$ cat src/rtl/core/tfd_pkg.sv
package tfd_pkg;

    typedef enum logic [1:0] {
        PH_IDLE    = 2'd0,
        PH_HEADER  = 2'd1,
        PH_BODY    = 2'd2,
        PH_TRAILER = 2'd3
    } phase_t;

    typedef enum logic [1:0] {
        ERR_PHASE  = 2'd0,
        ERR_SEQ    = 2'd1,
        ERR_LENGTH = 2'd2,
        ERR_SUM    = 2'd3
    } err_code_t;

    // phase nibble as carried on the link
    localparam logic [3:0] WPH_NONE    = 4'd0;
    localparam logic [3:0] WPH_HEADER  = 4'd1;
    localparam logic [3:0] WPH_BODY    = 4'd2;
    localparam logic [3:0] WPH_TRAILER = 4'd3;

    localparam logic [7:0] ABORT_HI      = 8'h3f;
    localparam logic [3:0] SEQ_LAST_TAG  = 4'd3;
    localparam logic [3:0] SEQ_LAST_LEN  = 4'd7;
    localparam logic [3:0] SEQ_LAST_HDR  = 4'd15;
    localparam logic [3:0] SEQ_TRL_END   = 4'd4;

    localparam int IN_DATA_W  = 16;
    localparam int OUT_DATA_W = 48;

    typedef struct packed {
        phase_t      phase;
        logic [3:0]  expected_seq;
        logic [31:0] running_sum;
        logic [31:0] declared_length;
        logic [31:0] bytes_received;
        logic [31:0] tag_store;
    } frame_state_t;

    typedef struct packed {
        logic        discarded;
        err_code_t   error_code;
        logic        error_flag;
        logic [31:0] app_tag;
        logic        frame_done;
        logic [7:0]  body_byte;
        logic        body_valid;
    } frame_result_t;

endpackage

$ cat src/rtl/core/tfd_step.sv
module tfd_step
    import tfd_pkg::*;
(
    input  frame_state_t  cur,
    input  logic          port_active,
    input  logic [15:0]   word,
    output frame_state_t  nxt,
    output frame_result_t res
);

    logic [3:0]  ph;
    logic [3:0]  seq;
    logic [7:0]  data;
    logic [31:0] shifted;
    logic [31:0] sum_add;
    logic [31:0] tag_or;
    logic [31:0] br_inc;
    logic [3:0]  seq_inc;

    assign ph   = word[15:12];
    assign seq  = word[11:8];
    assign data = word[7:0];

    always_comb
    begin
        case (seq[1:0])
            2'd0:    shifted = {24'd0, data};
            2'd1:    shifted = {16'd0, data, 8'd0};
            2'd2:    shifted = {8'd0, data, 16'd0};
            default: shifted = {data, 24'd0};
        endcase
    end

    assign sum_add = cur.running_sum + shifted;
    assign tag_or  = cur.tag_store | shifted;
    assign br_inc  = (cur.bytes_received == 32'hffff_ffff) ? cur.bytes_received
                                                            : cur.bytes_received + 32'd1;
    assign seq_inc = cur.expected_seq + 4'd1;

    always_comb
    begin
        nxt = cur;
        res = '0;
        if (!port_active || word[15:8] == ABORT_HI) begin
            res.discarded   = (cur.phase != PH_IDLE);
            nxt.phase       = PH_IDLE;
            nxt.running_sum = '0;
        end else begin
            unique case (cur.phase)
                PH_IDLE:
                begin
                    if (ph != WPH_NONE) begin
                        nxt.running_sum = sum_add;
                        if (ph == WPH_HEADER) begin
                            nxt.expected_seq   = '0;
                            nxt.bytes_received = '0;
                            nxt.phase          = PH_HEADER;
                            if (seq != 4'd0) begin
                                res.error_flag = 1'b1;
                                res.error_code = ERR_SEQ;
                            end else begin
                                nxt.tag_store       = {24'd0, data};
                                nxt.declared_length = '0;
                            end
                        end else begin
                            res.error_flag = 1'b1;
                            res.error_code = ERR_PHASE;
                        end
                    end
                end
                PH_HEADER:
                begin
                    nxt.running_sum = sum_add;
                    if (ph != WPH_HEADER) begin
                        res.error_flag = 1'b1;
                        res.error_code = ERR_PHASE;
                    end else begin
                        nxt.expected_seq = seq_inc;
                        if (seq != seq_inc) begin
                            res.error_flag = 1'b1;
                            res.error_code = ERR_SEQ;
                        end else if (seq <= SEQ_LAST_TAG) begin
                            nxt.tag_store = tag_or;
                        end else if (seq <= SEQ_LAST_LEN) begin
                            nxt.declared_length = {data, cur.declared_length[31:8]};
                        end else if (seq == SEQ_LAST_HDR) begin
                            nxt.phase        = PH_BODY;
                            nxt.expected_seq = '0;
                        end
                    end
                end
                PH_BODY:
                begin
                    nxt.running_sum = sum_add;
                    if (ph != WPH_BODY) begin
                        res.error_flag = 1'b1;
                        res.error_code = ERR_PHASE;
                    end else if (seq != cur.expected_seq) begin
                        res.error_flag = 1'b1;
                        res.error_code = ERR_SEQ;
                    end else begin
                        nxt.expected_seq   = seq_inc;
                        res.body_valid     = 1'b1;
                        res.body_byte      = data;
                        nxt.bytes_received = br_inc;
                        if (br_inc >= cur.declared_length) begin
                            nxt.phase        = PH_TRAILER;
                            nxt.expected_seq = '0;
                        end
                    end
                end
                PH_TRAILER:
                begin
                    if (ph != WPH_TRAILER) begin
                        res.error_flag = 1'b1;
                        res.error_code = ERR_PHASE;
                    end else if (seq != cur.expected_seq) begin
                        res.error_flag = 1'b1;
                        res.error_code = ERR_SEQ;
                    end else if (cur.bytes_received != cur.declared_length) begin
                        res.error_flag = 1'b1;
                        res.error_code = ERR_LENGTH;
                    end else if (data != cur.running_sum[7:0]) begin
                        res.error_flag = 1'b1;
                        res.error_code = ERR_SUM;
                    end else begin
                        nxt.running_sum  = {8'd0, cur.running_sum[31:8]};
                        nxt.expected_seq = seq_inc;
                        if (seq_inc == SEQ_TRL_END) begin
                            nxt.phase       = PH_IDLE;
                            nxt.running_sum = '0;
                            res.frame_done  = 1'b1;
                            res.app_tag     = cur.tag_store;
                        end
                    end
                end
                default:
                begin
                    nxt.phase = PH_IDLE;
                end
            endcase
            // any error drops back to idle with a clean sum
            if (res.error_flag) begin
                nxt.phase       = PH_IDLE;
                nxt.running_sum = '0;
            end
        end
    end

endmodule

$ cat src/rtl/core/tagged_frame_deframer_checker_unit.sv
// Tagged frame deframer and checker.
// Input stream: one link word per transfer on s_axis (tdata = word,
// tuser = port_active). Output stream: one result per input word on m_axis.
// Frame state (phase, sequence, checksum, length, id) advances on every
// accepted word; body bytes, done with the application id, errors and
// discards are reported on the matching result.
// Results are registered: each reaches m_axis from the result register, via the skid register when m_axis stalls.
// Throughput: 1 word per cycle while s_axis_tready is high; the state update is one compare/add pass.
// A result register plus a one-entry skid register sit on the output, so one
// further word is taken while a result waits; s_axis_tready drops only when
// both hold results, and rises again once m_axis drains.
// Reset (rst_n low, asynchronous): frame idle, all counters, sum, length and
// id cleared, both output registers empty.
module tagged_frame_deframer_checker_unit
    import tfd_pkg::*;
(
    input  logic                  clk,
    input  logic                  rst_n,
    input  logic                  s_axis_tvalid,
    output logic                  s_axis_tready,
    input  logic [IN_DATA_W-1:0]  s_axis_tdata,  // [15:0] word
    input  logic                  s_axis_tuser,  // [0] port_active
    output logic                  m_axis_tvalid,
    input  logic                  m_axis_tready,
    // [0] body_valid, [8:1] body_byte, [9] frame_done, [41:10] app_tag,
    // [42] error_flag, [44:43] error_code, [45] discarded, [47:46] zero
    output logic [OUT_DATA_W-1:0] m_axis_tdata
);

    frame_state_t  state_reg, state_next;
    frame_result_t step_res;
    frame_result_t out_reg, skid_reg;
    logic          out_valid_reg, skid_valid_reg;
    logic          in_xfer, out_free;

    tfd_step u_step (
        .cur         (state_reg),
        .port_active (s_axis_tuser),
        .word        (s_axis_tdata),
        .nxt         (state_next),
        .res         (step_res)
    );

    assign s_axis_tready = !skid_valid_reg;
    assign in_xfer       = s_axis_tvalid && s_axis_tready;
    assign out_free      = !out_valid_reg || m_axis_tready;

    always_ff @(posedge clk or negedge rst_n)
    begin
        if (!rst_n) begin
            state_reg      <= '0;
            out_valid_reg  <= 1'b0;
            skid_valid_reg <= 1'b0;
        end else begin
            if (in_xfer) begin
                state_reg <= state_next;
            end
            if (out_free) begin
                if (skid_valid_reg) begin
                    out_valid_reg  <= 1'b1;
                    skid_valid_reg <= 1'b0;
                end else begin
                    out_valid_reg <= in_xfer;
                end
            end else if (in_xfer) begin
                skid_valid_reg <= 1'b1;
            end
        end
    end

    always_ff @(posedge clk)
    begin
        if (out_free) begin
            if (skid_valid_reg) begin
                out_reg <= skid_reg;
            end else if (in_xfer) begin
                out_reg <= step_res;
            end
        end else if (in_xfer) begin
            skid_reg <= step_res;
        end
    end

    assign m_axis_tvalid = out_valid_reg;
    assign m_axis_tdata  = {2'b00, out_reg};

endmodule

$ cat config.mk
export PLATFORM = sky130hd
export DESIGN_NAME = tagged_frame_deframer_checker_unit
export DESIGN_NICKNAME = d
export VERILOG_FILES = /design/src/rtl/core/tfd_pkg.sv /design/src/rtl/core/tfd_step.sv /design/src/rtl/core/tagged_frame_deframer_checker_unit.sv
export SDC_FILE = /design/constraint.sdc
export NUM_CORES = 1
export LEC_CHECK = 0
export ABC_AREA = 1
export BUFFER_PORTS_ARGS = -buffer_cell sky130_fd_sc_hd__buf_4
export CORE_AREA = 2 2 205 207
export DETAILED_ROUTE_END_ITERATION = 6
export DIE_AREA = 0 0 207 209
export SYNTH_ARGS = -nofsm -noshare
export SYNTH_HDL_FRONTEND = slang
export SYNTH_SLANG_ARGS = --single-unit
$ cat constraint.sdc
create_clock -name clk -period 3.5 [get_ports clk]
set_input_delay 0 -clock clk [delete_from_list [all_inputs] [get_ports clk]]
set_output_delay 0 -clock clk [all_outputs]
set_load 0.02 [all_outputs]
# == After elaboration in Yosys (flattened, before gate mapping) ==
# Index checks and enable logic that the tools add are counted.
# word_totals
register_bits,228
output_inout_bits,50
input_bits,21
# classes
muxes,67
reduce_logical,23
magnitude_cmp,3
add_sub_neg,3
bitwise_logic,3
eq_ne,46
# ops
op,n
$mux W32,14
$mux W33,6
$pmux W32 S2,3
$mux W38,4
$pmux W38 S4,1
$mux W134,1
$mux W96,1
$pmux W32 S3,1
$mux W46,2
$mux W6,9
$mux W45,1
$ne A4 B3 Y1 const B,10
$add A32 B1 Y32 const B,1
$add A32 B32 Y32,1
$eq A32 B32 Y1 const B,1
$ge A32 B32 Y1,1
$ne A32 B32 Y1,1
$or A32 B32 Y32,1
$mux W3,9
$mux W9,3
$mux W24,1
$ne A4 B1 Y1 const B,6
$ne A2 B2 Y1 const B,10
$reduce_and A16 Y1,1
29 further kinds,56

# == Depth between registers and ports, before layout ==
# logic_depth
ltp_word,11
mapped_depth,24
ltp_nobuf,24

# == By module ==
# From an unflattened synthesis, not the netlist that was laid out.
# hier_totals
cells_unflattened,2728
hier_area_um2,17752.0
# modules_own_cells
mod,area_each_um2,seq_area_each_um2,instances,cells_per_inst
tfd_step,9051.2,0.0,1,1894
tagged_frame_deframer_checker_unit,8700.8,6165.9,1,834

# == Worst setup path before layout ==
# No wires, ideal clock.
# synth_timing
kind,register to register
from,reg skid_valid_reg
to,"reg out_reg, in the netlist m_axis_tdata[0], enable pin"
synth_period_minus_slack_ns,3.127
setup_ns,0.451
path_buffers,1
path_slack_ns,0.373
t_arrival_ns,2.677
path_stages_with_launch,4
cell_sequence,dfrtp_1 -> clkbuf_1 -> nor2_1 -> nor2_1
# synth_via
elab_chain_len,4
# synth_lines
item,line,source
"start, declared",tagged_frame_deframer_checker_unit.sv:33,"logic out_valid_reg, skid_valid_reg;"
"start signal, assigned",tagged_frame_deframer_checker_unit.sv:53,skid_valid_reg <= 1'b0;
"start signal, assigned",tagged_frame_deframer_checker_unit.sv:61,skid_valid_reg <= 1'b0;
"start signal, assigned",tagged_frame_deframer_checker_unit.sv:66,skid_valid_reg <= 1'b1;
$logic_not A1 Y1,tagged_frame_deframer_checker_unit.sv:44,assign s_axis_tready = !skid_valid_reg;
$logic_and A1 B1 Y1,tagged_frame_deframer_checker_unit.sv:45,assign in_xfer = s_axis_tvalid && s_axis_tready;
$reduce_bool A2 Y1 (no source line) (*),n/a,
$reduce_and A2 Y1 (no source line) (*),n/a,
"end signal, assigned",tagged_frame_deframer_checker_unit.sv:75,out_reg <= skid_reg;
"end signal, assigned",tagged_frame_deframer_checker_unit.sv:77,out_reg <= step_res;
"end, declared",tagged_frame_deframer_checker_unit.sv:32,"frame_result_t out_reg, skid_reg;"
# Mark *: on every way between the ends. The rest lies on a longest branch, timed or not.
# A chain may end at the register's enable or synchronous reset.

# == Final worst setup path ==
# layout_timing
from,reg state_reg[44] (netlist name)
to,reg state_reg[128] (netlist name)
# layout_via
elab_chain_len,7
# layout_lines
item,line,source
"start, declared",tagged_frame_deframer_checker_unit.sv:30,"frame_state_t state_reg, state_next;"
"start signal, assigned",tagged_frame_deframer_checker_unit.sv:56,state_reg <= state_next;
$add A32 B1 Y32 / $eq A32 B32 Y1 (equally long branches),"tfd_step.sv:37, tfd_step.sv:36",
$mux W32,tfd_step.sv:36,assign br_inc = (cur.bytes_received == 32'hffff_ffff) ? cur.bytes_received
$ge A32 B32 Y1,tfd_step.sv:106,if (br_inc >= cur.declared_length) begin
$mux W6,tfd_step.sv:106,
$mux W6,tfd_step.sv:98,end else if (seq != cur.expected_seq) begin
$mux W6,tfd_step.sv:95,if (ph != WPH_BODY) begin
$pmux W38 S4,tfd_step.sv:49,unique case (cur.phase)
# Several ways; a longest one is shown, not always the timed one. The select of a mux whose other input is x is not followed.

==> flow_summary.toml <==
[status]
status = "complete, no violations"

[detailed_routing]
firstDrtPassIters = 5
post-route-drc-count = 0
via_count = 12810
drt-initial-drc-count = 1012
antenna_left = 0
drt-vias-per-instance = 5.081
routed_wl_mm = 44.85
avgRoutedWirePerCell_um = 17.79

[place]
io_buffers = 68
place_ws_ps = -193.8
place_congestion = 0.9721
placed_cell_area_um2 = 15600
dp_hpwl_mm = 33.61
placed_cells = 2452

[sta]
worst_slack_ps = 33.83
max_freq_mhz = 288.5
hold_viol_final = 0
finalCriticalPeriod_ps = 3466
period_share_pct = 99.03
drv_slew = 0
rsz0062_at_grt = "yes"
slew_headroom_pct = 38.00
skew_ps = 14.75
finalSetupViolCount = 0
worst_pin_slew_ps = 930.0

[floorplan]
core_um2 = 41290
io_pins = 71
rows = 75
initial_core_util_pct = 34.57
die_x_um = 207
die_h_um = 209
dieArea_um2 = 43260

[pwr]
fin_total_pwr_mw = 8.424
vdd_drop_max_uv = 384.3
power_density_nw_per_um2 = 499.8
power.leakage_nw = 7.763

[finish]
largest_register_ff_count = 134
drive_gt1_share_pct = 13.32
post-route-util_pct = 40.82
multi_input_area_um2 = 7228
fin_area_um2 = 16850
layout_commonest_cell = "nand2_1"
final_cells = 2521
register_area_um2 = 6170
layout_common_cells = "nand2_1, inv_1, nor2_1, dfrtp_1, buf_4"
area_growth_pct = 18.08
diodes = 0
fillCellCount = 4264
nets = 2050

[clocking]
cts.clk_slew.worst_paths_ps = 60
cts_root_buffer = "clkbuf_16"
ctsLongestPathBuffers = 3
cts.sinks = 228
clk_latency_ps = 560
cts_tree = "yes"
h-tree-depth = 1
cts_buffers = 26

[logic_synthesis]
syn-cell-area_um2 = 14270
yosys-top-cells-area = "dfrtp_1, edfxtp_1, nand2_1"
syn_avg_cell_area_um2 = 7.707
synth-seq-cells = 228
yosysTopAreaCell = "dfrtp_1"
synth.top_cell.area_share_pct = 23.85
ys_types = 50
ys_seq_area_share_pct = 43.20
yosys_warnings = 0
syn_inst = 1852

[run]
cap_violations = 0

[setup_path]
worstSetupStartpointType = "flip-flop"
crit_required_ps = 3940
path_max_fanout = 4
cp-end-kind = "flip-flop"
crit_arrival_ps = 3910
path_class = "reg2reg"

[global_routing]
grt_max_degree = 91
grt_pass1_wl_mm = 70.61
gr-total-overflow = 0
antenna_found_initial = 0
grt.total_usage_pct = 20.52
grt_pass1_vias = 12350

[worst_hold_path]
hp-class = "in2reg"
path summary, 6_finish.rpt:
kind                                                 from                          to  slack [ps]  cells after the start
worst max-delay path            state_reg[44]$_DFFE_PN0P_  state_reg[128]$_DFFE_PN0P_          30                     18
worst min-delay path                      s_axis_tdata[2]    state_reg[2]$_DFFE_PN0P_          30                      4
worst max register to register  state_reg[44]$_DFFE_PN0P_  state_reg[128]$_DFFE_PN0P_          30                     18
worst min register to register  state_reg[66]$_DFFE_PN0P_   state_reg[66]$_DFFE_PN0P_         490                      2
max in group asynchronous                           rst_n   state_reg[43]$_DFFE_PN0P_        2620                      3
min in group asynchronous                           rst_n   state_reg[69]$_DFFE_PN0P_         110                      2
Yosys cell counts (all sizes together):
library cell,n
dfrtp,136
a31oi,1
o31ai,42
a211oi,2
buf,32
nand2,579
a21boi,1
nor4,10
a22oi,1
edfxtp,92
nor4b,1
clkbuf,20
nor3,29
or2,3
xnor2,25
o21ai,89
a21o,3
a21oi,89
inv,229
o21bai,8
o21a,3
o211ai,8
nor2,214
nand3,66
fa,1
nor3b,1
conb,1
o22ai,12
a32oi,3
xor2,45
nand4,32
ha,66
nand3b,6
a22o,2
critical path: stages, from the launching register on:
cell,delay (ps)
dfrtp_1,390
inv_1,110
nor3_2,350
nor3b_2,280
nand3_1,170
nor2_1,200
nand2_1,110
xor2_1,170
ha_1,320
nand2_4,60
nor3_4,150
nand3_2,120
nor2_4,140
nand4_1,190
nand3_4,170
o211ai_1,100
buf_4,170
nand3b_1,80
nand2_1,60
timing repair:
item	CTS	global route
hold buffers	6	0
cloned	0	1
endpoints found under the setup margin	6	6
hold endpoints to repair	94	0
setup buffers	2	13
pin swaps	2	31
resized for setup	4	49
through the flow:
step	setup TNS, ps	hold WS [ps]
2_1_floorplan	0	-295.6
3_3_place_gp	-1327	155.7
3_5_place_dp	-908.4	152.9
4_1_cts	0	0.2282
5_1_grt	-470.2	48.11
6_report	0	30.34
report_power, final:
part           internal, mW  switching (mW)  leakage, nW
registers              3.07           0.222         2.63
clock network          1.63            1.16        0.416
logic                 0.837            1.50         4.72
logic make-up (layout without fill, tap and decap cells):
kind of cell    after synthesis  in the layout  synth area share [%]
compound gates              264            264                 11.15
xor+xnor                     70             70                 4.296
fa+ha+maj                    67             67                 5.926
buf+inv                     281            410                 7.820
flops                       228            228                 43.20
other cells                   1              2               0.02627
simple gates                941            941                 27.58
cell type report:
class / count / area share (%)
Clock buffer: 38 / 4.432
Clock inverter: 10 / 0.6979
Inverter: 229 / 5.101
Multi-Input combinational cell: 1344 / 42.89
Sequential cell: 228 / 36.61
Tap cell: 539 / 4.002
Timing Repair Buffer: 133 / 6.266
per-layer routing:
layer | track usage (%) | vias to the layer above | wire (um)
li1 | - | 6260 | -
met1 | 28.99 | 6083 | 20940
met2 | 32.72 | 392 | 19980
met4 | 6.207 | 0 | 1324
met3 | 2.765 | 75 | 2606
met5 | 0 | - | 0
Note: power is estimated with default switching activity, not from simulation.
